[config.mk]
export PLATFORM = sky130hd
export DESIGN_NAME = running_mean_variance_flat
export DESIGN_NICKNAME = d
export VERILOG_FILES = /design/src/rtl/core/rmv_pkg.sv /design/src/rtl/core/rmv_in_if.sv /design/src/rtl/core/rmv_out_if.sv /design/src/rtl/core/running_mean_variance.sv /design/src/rtl/core/rmv_div.sv /design/src/rtl/core/rmv_mul.sv /design/src/flat_wrapper.sv
export SDC_FILE = /design/constraint.sdc
export NUM_CORES = 2
export LEC_CHECK = 0
export BUFFER_PORTS_ARGS = -buffer_cell sky130_fd_sc_hd__buf_2
export CORE_ASPECT_RATIO = 0.75
export CORE_MARGIN = 3
export CORE_UTILIZATION = 59
export DETAILED_ROUTE_END_ITERATION = 10
export PLACE_DENSITY_LB_ADDON = 0.25
export SYNTH_ARGS = -nofsm -noshare
export SYNTH_HDL_FRONTEND = slang
export SYNTH_SLANG_ARGS = --single-unit
[constraint.sdc]
create_clock -name clk -period 7.7 [get_ports clk]
set_input_delay 0 -clock clk [delete_from_list [all_inputs] [get_ports clk]]
set_output_delay 0 -clock clk [all_outputs]
set_load 0.01 [all_outputs]
[src/rtl/core/rmv_pkg.sv]
package rmv_pkg;

	localparam int SAMPLE_WIDTH = 32;
	localparam int FRAC_BITS    = 16;
	localparam int COUNT_WIDTH  = 32;

	// Fixed widths of the channel fields.
	localparam int SAMPLE_IN_W = 32;
	localparam int COUNT_OUT_W = 32;
	localparam int MEAN_BITS   = 48;
	localparam int M2_W        = 64;

	localparam int FX_W   = SAMPLE_WIDTH + FRAC_BITS;
	// Signed working width: room for delta and for mean plus quotient.
	localparam int WIDE_W = ((FX_W > MEAN_BITS) ? FX_W : MEAN_BITS) + 2;
	localparam int MAG_W  = WIDE_W - 1;
	localparam int PROD_W = 2 * MAG_W;

	// Multiplier digit size and number of digits of the second operand.
	localparam int DIG_W = 16;
	localparam int NDIG  = (MAG_W + DIG_W - 1) / DIG_W;
	localparam int K_W   = (NDIG > 1) ? $clog2(NDIG) : 1;

	localparam int STEP_W = $clog2(MAG_W + 1);

	localparam logic [COUNT_WIDTH-1:0] COUNT_MAX = {COUNT_WIDTH{1'b1}};
	localparam logic [M2_W-1:0]        M2_MAX    = {M2_W{1'b1}};

	localparam logic signed [WIDE_W-1:0] MEAN_MAX_W =
		WIDE_W'({1'b0, {(MEAN_BITS-1){1'b1}}});
	localparam logic signed [WIDE_W-1:0] MEAN_MIN_W = -MEAN_MAX_W - WIDE_W'(1);

	typedef enum logic [3:0] {
		ST_IDLE,
		ST_DELTA,
		ST_DSTART,
		ST_DIV,
		ST_SUM,
		ST_CLAMP,
		ST_MSTART,
		ST_MUL,
		ST_UPDATE
	} rmv_state_t;

	function automatic logic [MAG_W-1:0] mag_of(input logic signed [WIDE_W-1:0] v);
		logic [WIDE_W-1:0] n;
		n = v[WIDE_W-1] ? WIDE_W'(-v) : WIDE_W'(v);
		return n[MAG_W-1:0];
	endfunction

endpackage

[src/rtl/core/rmv_in_if.sv]
interface rmv_in_if;
	import rmv_pkg::*;

	logic                          valid;
	logic                          ready;
	logic signed [SAMPLE_IN_W-1:0] sample_value;

	modport source(output valid, output sample_value, input ready);
	modport sink(input valid, input sample_value, output ready);
endinterface

[src/rtl/core/rmv_out_if.sv]
interface rmv_out_if;
	import rmv_pkg::*;

	logic                        valid;
	logic                        ready;
	logic [COUNT_OUT_W-1:0]      sample_count;
	logic signed [MEAN_BITS-1:0] mean_value;
	logic [M2_W-1:0]             deviation_sum;

	modport source(output valid, output sample_count, output mean_value,
		output deviation_sum, input ready);
	modport sink(input valid, input sample_count, input mean_value,
		input deviation_sum, output ready);
endinterface

[src/rtl/core/running_mean_variance.sv]
// Channel     Dir  Fields
// sample_in   in   sample_value (32, signed)
// stats_out   out  sample_count (32), mean_value (48, signed), deviation_sum (64)
//
// Each sample passes through the serial divider, which produces one quotient bit
// of delta / count per cycle, and then through a four-digit multiply.
// sample_in is ready only while the sequencer is idle; the finished result sits
// in an output register, so a new sample is taken while that beat waits.
// arst_n clears count, mean and M2 to zero and empties the output register.
module running_mean_variance (
	input  logic      clk,
	input  logic      arst_n,
	rmv_in_if.sink    sample_in,
	rmv_out_if.source stats_out
);
	import rmv_pkg::*;

	rmv_state_t state_q, state_d;

	logic [COUNT_WIDTH-1:0]  count_q;
	logic signed [MEAN_BITS-1:0] mean_q;
	logic [M2_W-1:0]         m2_q;

	logic signed [WIDE_W-1:0] sample_fx_q;
	logic signed [WIDE_W-1:0] delta_q;
	logic signed [WIDE_W-1:0] quo_q;
	logic signed [WIDE_W-1:0] nm_q;
	logic signed [WIDE_W-1:0] resid_q;

	logic                        out_valid_q;
	logic [COUNT_OUT_W-1:0]      out_count_q;
	logic signed [MEAN_BITS-1:0] out_mean_q;
	logic [M2_W-1:0]             out_m2_q;

	logic in_ready;
	logic div_start, mul_start, div_done, mul_done;
	logic out_load;
	logic [MAG_W-1:0]  div_quo;
	logic [PROD_W-1:0] mul_prod;

	logic [COUNT_WIDTH-1:0]   count_next;
	logic signed [WIDE_W-1:0] sample_fx_now;
	logic signed [WIDE_W-1:0] mean_clamp;
	logic [M2_W-1:0]          inc;
	logic                     negative;
	logic [M2_W:0]            m2_sum;
	logic [M2_W:0]            m2_diff;
	logic [M2_W-1:0]          m2_next;

	assign count_next    = (count_q == COUNT_MAX) ? count_q : count_q + 1'b1;
	assign sample_fx_now = WIDE_W'(signed'(sample_in.sample_value[SAMPLE_WIDTH-1:0]))
		<<< FRAC_BITS;

	always_comb begin
		if (nm_q > MEAN_MAX_W) begin
			mean_clamp = MEAN_MAX_W;
		end else if (nm_q < MEAN_MIN_W) begin
			mean_clamp = MEAN_MIN_W;
		end else begin
			mean_clamp = nm_q;
		end
	end

	// Scaled product saturates when any bit above the 64-bit window is set.
	always_comb begin
		if (|mul_prod[PROD_W-1:FRAC_BITS+M2_W]) begin
			inc = M2_MAX;
		end else begin
			inc = mul_prod[FRAC_BITS +: M2_W];
		end
		negative = delta_q[WIDE_W-1] ^ resid_q[WIDE_W-1];
		m2_sum   = {1'b0, m2_q} + {1'b0, inc};
		m2_diff  = {1'b0, m2_q} - {1'b0, inc};
		if (negative) begin
			m2_next = (m2_diff[M2_W] || (m2_diff == '0)) ? '0 : m2_diff[M2_W-1:0];
		end else begin
			m2_next = m2_sum[M2_W] ? M2_MAX : m2_sum[M2_W-1:0];
		end
	end

	always_comb begin
		state_d   = state_q;
		in_ready  = 1'b0;
		div_start = 1'b0;
		mul_start = 1'b0;
		out_load  = 1'b0;
		case (state_q)
			ST_IDLE: begin
				in_ready = 1'b1;
				if (sample_in.valid) begin
					state_d = ST_DELTA;
				end
			end
			ST_DELTA:  state_d = ST_DSTART;
			ST_DSTART: begin
				div_start = 1'b1;
				state_d   = ST_DIV;
			end
			ST_DIV: begin
				if (div_done) begin
					state_d = ST_SUM;
				end
			end
			ST_SUM:    state_d = ST_CLAMP;
			ST_CLAMP:  state_d = ST_MSTART;
			ST_MSTART: begin
				mul_start = 1'b1;
				state_d   = ST_MUL;
			end
			ST_MUL: begin
				if (mul_done) begin
					state_d = ST_UPDATE;
				end
			end
			ST_UPDATE: begin
				if (!out_valid_q || stats_out.ready) begin
					out_load = 1'b1;
					state_d  = ST_IDLE;
				end
			end
			default: state_d = ST_IDLE;
		endcase
	end

	always_ff @(posedge clk or negedge arst_n) begin
		if (!arst_n) begin
			state_q <= ST_IDLE;
		end else begin
			state_q <= state_d;
		end
	end

	always_ff @(posedge clk or negedge arst_n) begin
		if (!arst_n) begin
			count_q     <= '0;
			mean_q      <= '0;
			m2_q        <= '0;
			out_valid_q <= 1'b0;
		end else begin
			if (in_ready && sample_in.valid) begin
				count_q <= count_next;
			end
			if (state_q == ST_CLAMP) begin
				mean_q <= mean_clamp[MEAN_BITS-1:0];
			end
			if (out_load) begin
				m2_q        <= m2_next;
				out_valid_q <= 1'b1;
			end else if (stats_out.ready) begin
				out_valid_q <= 1'b0;
			end
		end
	end

	always_ff @(posedge clk) begin
		if (in_ready && sample_in.valid) begin
			sample_fx_q <= sample_fx_now;
		end
		case (state_q)
			ST_DELTA: delta_q <= sample_fx_q - WIDE_W'(mean_q);
			ST_DIV: begin
				if (div_done) begin
					// Quotient truncates toward zero: divide magnitudes, restore sign.
					quo_q <= delta_q[WIDE_W-1] ? -WIDE_W'(div_quo) : WIDE_W'(div_quo);
				end
			end
			ST_SUM:   nm_q    <= WIDE_W'(mean_q) + quo_q;
			ST_CLAMP: resid_q <= sample_fx_q - mean_clamp;
			default: begin
			end
		endcase
		if (out_load) begin
			out_count_q <= COUNT_OUT_W'(count_q);
			out_mean_q  <= mean_q;
			out_m2_q    <= m2_next;
		end
	end

	rmv_div u_div (
		.clk      (clk),
		.arst_n   (arst_n),
		.start    (div_start),
		.dividend (mag_of(delta_q)),
		.divisor  (count_q),
		.done     (div_done),
		.quotient (div_quo)
	);

	rmv_mul u_mul (
		.clk     (clk),
		.arst_n  (arst_n),
		.start   (mul_start),
		.a       (mag_of(delta_q)),
		.b       (mag_of(resid_q)),
		.done    (mul_done),
		.product (mul_prod)
	);

	assign sample_in.ready         = in_ready;
	assign stats_out.valid         = out_valid_q;
	assign stats_out.sample_count  = out_count_q;
	assign stats_out.mean_value    = out_mean_q;
	assign stats_out.deviation_sum = out_m2_q;
endmodule

[src/rtl/core/rmv_div.sv]
module rmv_div (
	input  logic                            clk,
	input  logic                            arst_n,
	input  logic                            start,
	input  logic [rmv_pkg::MAG_W-1:0]       dividend,
	input  logic [rmv_pkg::COUNT_WIDTH-1:0] divisor,
	output logic                            done,
	output logic [rmv_pkg::MAG_W-1:0]       quotient
);
	import rmv_pkg::*;

	logic                   busy_q;
	logic                   done_q;
	logic [STEP_W-1:0]      step_q;
	logic [MAG_W-1:0]       quo_q;
	logic [COUNT_WIDTH-1:0] rem_q;
	logic [COUNT_WIDTH-1:0] dvs_q;

	logic [COUNT_WIDTH:0] trial;
	logic [COUNT_WIDTH:0] diff;
	logic                 fits;

	// Restoring division, one quotient bit a cycle, dividend shifted out MSB first.
	always_comb begin
		trial = {rem_q, quo_q[MAG_W-1]};
		diff  = trial - {1'b0, dvs_q};
		fits  = trial >= {1'b0, dvs_q};
	end

	always_ff @(posedge clk or negedge arst_n) begin
		if (!arst_n) begin
			busy_q <= 1'b0;
			done_q <= 1'b0;
			step_q <= '0;
		end else if (start) begin
			busy_q <= 1'b1;
			done_q <= 1'b0;
			step_q <= STEP_W'(MAG_W);
		end else begin
			done_q <= 1'b0;
			if (busy_q) begin
				step_q <= step_q - 1'b1;
				if (step_q == STEP_W'(1)) begin
					busy_q <= 1'b0;
					done_q <= 1'b1;
				end
			end
		end
	end

	always_ff @(posedge clk) begin
		if (start) begin
			quo_q <= dividend;
			rem_q <= '0;
			dvs_q <= divisor;
		end else if (busy_q) begin
			quo_q <= {quo_q[MAG_W-2:0], fits};
			rem_q <= fits ? diff[COUNT_WIDTH-1:0] : trial[COUNT_WIDTH-1:0];
		end
	end

	assign done     = done_q;
	assign quotient = quo_q;
endmodule

[src/rtl/core/rmv_mul.sv]
module rmv_mul (
	input  logic                       clk,
	input  logic                       arst_n,
	input  logic                       start,
	input  logic [rmv_pkg::MAG_W-1:0]  a,
	input  logic [rmv_pkg::MAG_W-1:0]  b,
	output logic                       done,
	output logic [rmv_pkg::PROD_W-1:0] product
);
	import rmv_pkg::*;

	logic                      issue_q;
	logic [K_W-1:0]            k_q;
	logic [MAG_W-1:0]          a_q;
	logic [NDIG*DIG_W-1:0]     b_q;
	logic                      pp_vld_s1;
	logic                      last_s1;
	logic [K_W-1:0]            k_s1;
	logic [MAG_W+DIG_W-1:0]    pp_s1;
	logic [PROD_W-1:0]         acc_q;
	logic                      done_q;

	// One digit of b per cycle is multiplied; the partial product is added
	// in the following cycle at its digit position.
	always_ff @(posedge clk or negedge arst_n) begin
		if (!arst_n) begin
			issue_q   <= 1'b0;
			k_q       <= '0;
			pp_vld_s1 <= 1'b0;
			done_q    <= 1'b0;
		end else if (start) begin
			issue_q   <= 1'b1;
			k_q       <= '0;
			pp_vld_s1 <= 1'b0;
			done_q    <= 1'b0;
		end else begin
			pp_vld_s1 <= issue_q;
			done_q    <= pp_vld_s1 && last_s1;
			if (issue_q) begin
				k_q <= k_q + 1'b1;
				if (k_q == K_W'(NDIG - 1)) begin
					issue_q <= 1'b0;
				end
			end
		end
	end

	always_ff @(posedge clk) begin
		if (start) begin
			a_q   <= a;
			b_q   <= (NDIG*DIG_W)'(b);
			acc_q <= '0;
		end else begin
			if (issue_q) begin
				pp_s1   <= a_q * b_q[DIG_W-1:0];
				k_s1    <= k_q;
				last_s1 <= (k_q == K_W'(NDIG - 1));
				b_q     <= b_q >> DIG_W;
			end
			if (pp_vld_s1) begin
				acc_q <= acc_q + (PROD_W'(pp_s1) << (DIG_W * k_s1));
			end
		end
	end

	assign done    = done_q;
	assign product = acc_q;
endmodule
[src/flat_wrapper.sv]
// flat-port wrapper written by rule: the top's interface ports become plain ports
module running_mean_variance_flat import rmv_pkg::*;
  (clk, arst_n, sample_in_valid, sample_in_sample_value, sample_in_ready, stats_out_valid, stats_out_sample_count, stats_out_mean_value, stats_out_deviation_sum, stats_out_ready);
  rmv_in_if sample_in_i ();
  rmv_out_if stats_out_i ();
  input  logic clk;
  input  logic arst_n;
  input wire logic [$bits(sample_in_i.valid)-1:0] sample_in_valid;
  input wire logic [$bits(sample_in_i.sample_value)-1:0] sample_in_sample_value;
  output wire logic [$bits(sample_in_i.ready)-1:0] sample_in_ready;
  output wire logic [$bits(stats_out_i.valid)-1:0] stats_out_valid;
  output wire logic [$bits(stats_out_i.sample_count)-1:0] stats_out_sample_count;
  output wire logic [$bits(stats_out_i.mean_value)-1:0] stats_out_mean_value;
  output wire logic [$bits(stats_out_i.deviation_sum)-1:0] stats_out_deviation_sum;
  input wire logic [$bits(stats_out_i.ready)-1:0] stats_out_ready;
  assign sample_in_i.valid = sample_in_valid;
  assign sample_in_i.sample_value = sample_in_sample_value;
  assign sample_in_ready = sample_in_i.ready;
  assign stats_out_valid = stats_out_i.valid;
  assign stats_out_sample_count = stats_out_i.sample_count;
  assign stats_out_mean_value = stats_out_i.mean_value;
  assign stats_out_deviation_sum = stats_out_i.deviation_sum;
  assign stats_out_i.ready = stats_out_ready;
  running_mean_variance u_core (.clk(clk), .arst_n(arst_n), .sample_in(sample_in_i), .stats_out(stats_out_i));
endmodule
==> reports/qor.yml <==
status: "finished, final reports clean"
die_w_um: 439
cp.arrival_ns: 8.12
synth_area_um2: 83100
drive_gt1_share_pct: 9.97
async_reset_ff_share_pct: 17.7
finalHoldViolations: 0
synthCells: 9118
maxSlewViolCount: 0
htree_levels: 3
firstDrtPassIters: 7
grt_pass1_wl_mm: 405
relSlewSlack_pct: 17.9
fin_crit_ns: 7.64
portBuffers: 181
die_h_um: 331
wire_per_inst_um: 23.3
core_area_um2: 139000
synth_seq_cells: 914
routed_wl_mm: 265
worst_slack_ns: 0.0620
routed_via_density: 6.16
grt_use_total_pct: 36.0
crit_path_frequent_cell: "fa_1"
fin_nets: 10700
start_util_pct: 59.8
hp-class: "in -> reg"
avgSynthCellArea_um2: 9.11
die_area_um2: 145000
cts_sinks: 914
clk_pin_slew_ns: 0.07
vias: 70200
critPathCaptureType: "flip-flop"
whs_ns: 0.236
num_rows: 118
ios: 182
syn_to_final_growth_pct: 11.6
synth_edf_count: 622
fin_skew_ns: 0.0628
root_buffer: "clkbuf_16"
tritoncts: "done"
drtIter0Drc: 8102
worst_setup_path_start_kind: "flip-flop"
synthFlopType: "edfxtp_1"
slowest_stage: "fa_1"
critPathKind: "reg -> reg"
tightest_slew_ns: 1.23
rr_startpoint: "u_core.u_mul.b_q[6]"
synth_warnings: 0
final_area_um2: 92700
cts_buffers: 92
placed_area_um2: 88300
setup_viol: 0
grt_pass1_vias: 68000
ant_nets: 0
dp_slack_ns: -0.154
antenna_found_initial: 11
drc: 0
fmax_mhz: 131
cap_violations: 0
place.gp.congestion: 1.00
grt_max_degree: 105
min_from: "stats_out_ready"
clock_latency_ns: 0.74
syn_nets: 10300
hpwlAfterDp_mm: 204
gr-total-overflow: 0
cp_max_fo: 7
cp-startpoint: "u_core.u_mul.b_q[6]"
synth_cell_types: 88
cts.path.max_buffers: 3
required_ns: 8.19
yosysSeqAreaShare_pct: 30.5
max_stage_delay_ns: 0.60
post-route-period-util_pct: 99.2
rsz0062_at_grt: "yes"
==> worst paths after layout <==
kind,endpoint,depth (start not counted),slack (ns)
worst max-delay path,u_core.u_mul.pp_s1[64],29,0.06
worst min-delay path,u_core.stats_out.valid,4,0.24
worst max register to register,u_core.u_mul.pp_s1[64],29,0.06
worst min register to register,u_core.u_mul.k_s1[1],0,0.50
max in group asynchronous,u_core.u_div.busy_q,4,6.37
min in group asynchronous,u_core.m2_q[46],4,0.53
==> layout make-up <==
class / count / area, um^2
multi-input combinational: 6742 / 52700
fill: 11200 / 46200
sequential: 914 / 25300
timing repair buffer: 671 / 5280
inverter: 1038 / 3910
clock buffer: 123 / 2540
tap: 1860 / 2330
clock inverter: 51 / 657
antenna: 1 / 2.50
==> cells in the mapped netlist, types with 63 or more instances <==
cell / number / area, um^2
xor2_1: 152 / 1330
nor4_1: 73 / 457
a31oi_1: 84 / 526
mux2i_1: 140 / 1400
a21oi_1: 610 / 3050
nand2_1: 1137 / 4270
and2_1: 296 / 1850
clkbuf_1: 380 / 1430
o21a_1: 63 / 473
dfxtp_1: 130 / 2600
nor2b_1: 72 / 450
inv_1: 1030 / 3870
edfxtp_1: 622 / 18700
fa_1: 661 / 13200
a21o_1: 224 / 1680
nand4_1: 90 / 563
o21bai_1: 92 / 691
dfrtp_1: 162 / 4050
nand3_1: 109 / 546
o21ai_0: 415 / 2080
nand2b_1: 144 / 901
xnor2_1: 355 / 3110
ha_1: 518 / 6480
nor2_1: 613 / 2300
nor3_1: 119 / 596
o31ai_1: 75 / 563
==> metal layers <==
layer	share of wire [%]	up-vias	wire [um]	global-route usage (%)
li1	-	31700	-	-
met1	44	34400	115000	53.5
met2	42	3561	112000	52.6
met3	11	476	29600	8.48
met4	2.9	10	7820	10.0
met5	0.032	-	84	0
==> per-stage QoR <==
stage,TNS (ns),util [%],instances
floorplan,0,-,9118
global placement,-0.0632,63.5,11100
detailed placement,-0.525,63.5,11100
CTS,0,66.4,11400
global route,-0.233,66.8,11400
finish,0,66.8,11400
==> flip-flops by register name, summed over array words and instances (netlist names), 49 cells and up <==
register	count
u_core.resid_q	50
u_core.stats_out.deviation_sum	64
u_core.u_mul.b_q	49
u_core.quo_q	50
u_core.delta_q	49
u_core.u_mul.a_q	49
u_core.u_div.quotient	49
u_core.u_mul.product	98
u_core.nm_q	50
u_core.u_mul.pp_s1	65
u_core.m2_q	64
==> timing repair <==
item	4_1_cts	5_1_grt
setup buffers	0	16
endpoints found under the hold margin	108	0
hold buffers	69	0
resized for setup	11	72
gates cloned	0	2
pin swaps	3	49
endpoints found under the setup margin	9	13
==> worst max-delay path, delay by kind of cell, from the launching register on <==
family | cells | cell delay [ns]
adder cells (fa/ha/maj) | 7 | 3.36
AO/OA/AOI/OAI | 13 | 2.51
AND/OR/NAND/NOR | 2 | 0.51
buffers and inverters | 6 | 0.48
flip-flops | 1 | 0.44
XOR/XNOR | 1 | 0.07
==> placed cells by master (no fill, tap or decap), drive strengths merged, types with 126 or more instances in the layout <==
cell and count:
nand2b 144, inv 1039, a21o 224, xnor2 355, o21ai 434, ha 518
dfrtp 162, clkbuf 126, and2 298, xor2 152, edfxtp 622, dfxtp 130
buf 600, a21oi 610, fa 661, mux2i 140, nor2 613, nand2 1137
==> cell families after synthesis <==
family,count (synthesis),share of synthesized area (%)
multiplexers,194,2.42
buffers and inverters,1462,6.62
flip-flops,914,30.5
XOR/XNOR,507,5.34
AND/OR/NAND/NOR,2868,16.1
adder cells (fa/ha/maj),1179,23.7
AO/OA/AOI/OAI,1994,15.2
Power is not shown: default switching activity piles up to over one toggle a cycle in this logic, so the estimate is an artifact.
